==> config.mk <==
export PLATFORM = sky130hd
export DESIGN_NAME = rsti_sat_add
export DESIGN_NICKNAME = d
export VERILOG_FILES = /design/src/rtl/rsti_pkg.sv /design/src/rtl/rsti_sat_add.sv
export SDC_FILE = /design/constraint.sdc
export NUM_CORES = 1
export LEC_CHECK = 0
export ABC_AREA = 1
export BUFFER_PORTS_ARGS = -buffer_cell sky130_fd_sc_hd__buf_4
export CAP_MARGIN = 15
export CORE_ASPECT_RATIO = 0.9
export CORE_MARGIN = 4
export CORE_UTILIZATION = 58
export DETAILED_ROUTE_END_ITERATION = 10
export PLACE_DENSITY = 0.95
export SETUP_SLACK_MARGIN = 0.2
export SYNTH_ARGS = -nofsm -noshare
export SYNTH_HDL_FRONTEND = slang
export SYNTH_SLANG_ARGS = --single-unit
==> constraint.sdc <==
create_clock -name vclk -period 7.2
set_clock_uncertainty 0.1 [all_clocks]
set_input_delay 1.44 -clock vclk [all_inputs]
set_output_delay 1.44 -clock vclk [all_outputs]
set_load 0.02 [all_outputs]
==> src/rtl/rsti_pkg.sv <==
// Shared types and constants for the two-interval range-sum tree.
// Used by the saturating adder, the top level and the testbench.
// No dependencies.
package rsti_pkg;

    // Widths of the item fields and of the node sums.
    localparam int SUM_W = 32;
    localparam int IDX_W = 10;
    localparam int AMT_W = 16;
    localparam int CFG_W = 11;

    // Slot count after reset.
    localparam logic [CFG_W-1:0] CFG_RESET = 11'd1024;

    // Saturation value of every node sum and result.
    localparam logic [SUM_W-1:0] SUM_MAX = 32'hFFFF_FFFF;

    // Action codes of an input item.
    localparam logic ACT_ADD   = 1'b0;
    localparam logic ACT_QUERY = 1'b1;

    typedef logic [SUM_W-1:0] sum_t;
    typedef logic [IDX_W-1:0] slot_t;

endpackage

==> src/rtl/rsti_sat_add.sv <==
// Shared 32-bit saturating adder used for every node update and query step.
// Depends on rsti_pkg for the sum width and saturation value.
module rsti_sat_add (
    input  rsti_pkg::sum_t a,
    input  rsti_pkg::sum_t b,
    output rsti_pkg::sum_t sum
);

    logic [rsti_pkg::SUM_W:0] wide;

    // A carry out of the top bit clamps the sum to the maximum.
    always_comb
    begin
        wide = {1'b0, a} + {1'b0, b};
        sum  = wide[rsti_pkg::SUM_W] ? rsti_pkg::SUM_MAX : wide[rsti_pkg::SUM_W-1:0];
    end

endmodule

### Word-level counts from Yosys, hierarchy flattened

Cells that the tools add are included.

| word-level totals | value |
|---|---|
| register bits | 0 |
| input bits | 64 |
| output and inout port bits | 32 |
| word-level logic and storage cells | 2 |

| operators by class | value |
|---|---|
| add/subtract/negate cells | 1 |
| muxes and demuxes | 1 |

Operators by type and width:

| kind | count |
|---|---|
| 32-bit by 32-bit adder with 33-bit output | 1 |
| 32-bit two-way mux | 1 |

### Logic depth before layout (Yosys ltp)

| logic depth | value |
|---|---|
| depth after elaboration | 2 |
| depth in mapped cells | 13 |
| mapped depth without buffers | 13 |

### Worst setup path before layout

OpenSTA, ideal clock, no wires.

| path | value |
|---|---|
| kind | input to output |
| start | in a[0] |
| end | out sum[21] |
| data arrival time | 3.078 ns |
| data required time | 5.660 ns |
| path slack | 2.582 ns |
| stages | 11 |
| buffers on the path | 1 |
| path through | ha_1 > fa_1 > nand3_1 > nand3_2 > nand2_1 > nand2_2 > nand2_1 > nand2_2 > a21oi_4 > buf_6 > nand3_1 |

| on the way | value |
|---|---|
| word-level cells in the longest chain between the ends | 2 |

RTL lines:

| element | RTL line | RTL |
|---|---|---|
| start, declared | rsti_sat_add.sv:4 | `input rsti_pkg::sum_t a,` |
| 32-bit by 32-bit adder with 33-bit output | rsti_sat_add.sv:14 | `wide = {1'b0, a} + {1'b0, b};` |
| 32-bit two-way mux | rsti_sat_add.sv:15 | `sum = wide[rsti_pkg::SUM_W] ? rsti_pkg::SUM_MAX : wide[rsti_pkg::SUM_W-1:0];` |
| end, declared | rsti_sat_add.sv:6 | `output rsti_pkg::sum_t sum` |

Every way passes these cells.

### Final worst setup path

| path | value |
|---|---|
| start | in a[0] |
| end | out sum[23] |

Same word-level chain as after synthesis.

==> impl_metrics.json <==
{
  "power_mw": 0.3676,
  "post_cts_buffers": 0,
  "first_global_vias": 3512,
  "die_area_mm2": 0.005996,
  "io_pins": 96,
  "seq_cell_count": 0,
  "crit_chain": "buf_4 > ha_1 > fa_1 > nand3_1 > nand3_2 > nand2_1 > nand2_2 > nand2_1 > nand2_2 > a21oi_4 > nand3_1 > buf_4",
  "p_leak_nw": 2.393,
  "grt_first_pass_wirelength_um": 15160,
  "cp.required_ns": 5.66,
  "synth_top_cell_area_share_pct": 32.90,
  "place_area_mm2": 0.003560,
  "hold_path_class": "input pin to output pin",
  "p_seq_share_pct": 0,
  "syn_inst": 575,
  "final-setup-viol-count": 0,
  "fin_tns_setup_ns": 0,
  "track_usage_pct": 31.64,
  "internal_power_mw": 0.1423,
  "syn_avg_cell_area_um2": 4.861,
  "setup_ws_ns": 1.670,
  "die_w_um": 81.18,
  "clock_buffers": 0,
  "synth_common_cells": "nand2_1 (245), inv_1 (129), nand3_1 (41), nor2_1 (35), ha_1 (32)",
  "p_per_area_mw_per_mm2": 103.3,
  "final.min_clock_period_ns": 5.530,
  "switching_power_mw": 0.2253,
  "cts_hold_buf": 0,
  "critPathLaunchType": "input pin",
  "synth_most_common_cell": "nand2_1",
  "fin_crit_sh_pct": 76.81,
  "peakVddDrop_v": 0.00007807,
  "synthesis.area_mm2": 0.002795,
  "grt_antenna_before_repair": 0,
  "gp_congestion": 1.012,
  "wl_per_cell_um": 13.24,
  "ant_nets": 0,
  "switching_share_pct": 61.29,
  "place.port_buffers": 96,
  "dp_cells": 730,
  "multi_input_area_mm2": 0.002228,
  "grt_max_degree": 33,
  "final_area_mm2": 0.003560,
  "crit_type": "input pin to output pin",
  "tightest_slew_ns": 0.9672,
  "dp_hpwl_um": 8441,
  "vias_per_cell": 5.233,
  "gr-total-overflow": 0,
  "initial_core_util_pct": 61.47,
  "die_h_um": 73.86,
  "ys_seq_area_share_pct": 0,
  "crit_slowest_cell": "a21oi_4",
  "critPathBufInv": 2,
  "syn_nets": 672,
  "drive_above_1_share_pct": 19.31,
  "core_mm2": 0.004547,
  "clkPwrFrac_pct": 0,
  "stdcell_count": 730,
  "cts_resized": 0,
  "combPwrFrac_pct": 100.0,
  "vias": 3820,
  "maxCapViolCount": 0,
  "first_pass_iters": 6,
  "status": "finished, final reports clean",
  "fin_nets": 767,
  "rsz0062_at_grt": "false",
  "synth_area_leader_cell": "nand2_1",
  "synthTopCellsByArea": "nand2_1 (33%), inv_1 (17%), ha_1 (14%)",
  "worstPathArrival_ns": 3.99,
  "seq_area_um2": 0,
  "drc_errors": 0,
  "end_kind": "output pin",
  "syn_to_final_growth_pct": 27.35,
  "slowest_delay_ns": 0.77,
  "hold_viol": 0,
  "max_clock_freq_mhz": 180.8,
  "crit_family": "compound AO/OA/AOI/OAI gates",
  "path_max_fanout": 32,
  "routed_wl_um": 9666,
  "diodes": 0,
  "preCtsSetupSlack_ns": 1.707,
  "dr.first_iter.drc_count": 268,
  "yosysWarnings": 0,
  "num-fill-cells": 396,
  "slew_violations": 0,
  "ys_types": 22,
  "relSlewSlack_pct": 35.37,
  "rows": 23
}
==> logic make-up (layout without fill, tap and decap cells) <==
logic type,after synthesis,count (layout),share of synthesized area [%]
xor gates and xnor gates,14,14,4.387
adders and majority gates,33,33,15.04
buffers and inverters,145,238,20.28
AOI/OAI and AO/OA,22,22,4.924
and+or+nand+nor,361,361,55.37
==> placed cells by master, fill, tap and decap left out <==
master,Yosys,routed
buf_4,0,96
nand3_1,41,41
nand2_2,4,4
nor3_2,2,2
xor2_1,14,14
inv_1,129,129
o21ai_1,1,1
fa_1,1,1
nand3_2,11,11
inv_2,12,12
nand2_1,245,245
a21oi_2,3,3
ha_1,32,32
clkinv_1,1,1
a21o_1,2,2
and3_1,2,2
a21oi_1,15,15
a21oi_4,1,1
and2_1,7,7
nor3_1,6,6
nor2_1,35,35
nand4_1,8,8
==> cell type report <==
| class | count | area share [%] |
|---|---|---|
| inverter | 142 | 14.97 |
| multi-input combinational | 430 | 62.60 |
| tap | 62 | 2.179 |
| timing repair buffer | 96 | 20.25 |
==> worst paths after layout <==
check / start / end / cells after the start
setup / recovery: a[0] / sum[23] / 12
hold / removal: b[0] / sum[0] / 5
==> through the flow <==
stage | util [%] | hold WS (ns)
floorplan | - | 3.057
global placement | 78.29 | 3.170
detailed placement | 78.29 | 3.183
CTS | 78.29 | 3.185
global route | 78.29 | 3.224
finish | 78.29 | 3.186
==> routing by layer <==
layer | track usage [%] | wire length [um] | part of all wire [%]
met5 | 0 | 0 | 0
met1 | 39.88 | 3948 | 41
met3 | 2.206 | 795 | 8.2
met4 | 9.006 | 286 | 3.0
met2 | 57.34 | 4635 | 48
==> power by group through the flow <==
| stage | clock [mW] | combinational, mW | sequential, mW |
|---|---|---|---|
| floorplan | 0 | 0.237 | 0 |
| global placement | 0 | 0.351 | 0 |
| detailed placement | 0 | 0.361 | 0 |
| CTS | 0 | 0.362 | 0 |
| global route | 0 | 0.403 | 0 |
| finish | 0 | 0.368 | 0 |
Power figures use the tool's default switching activity.
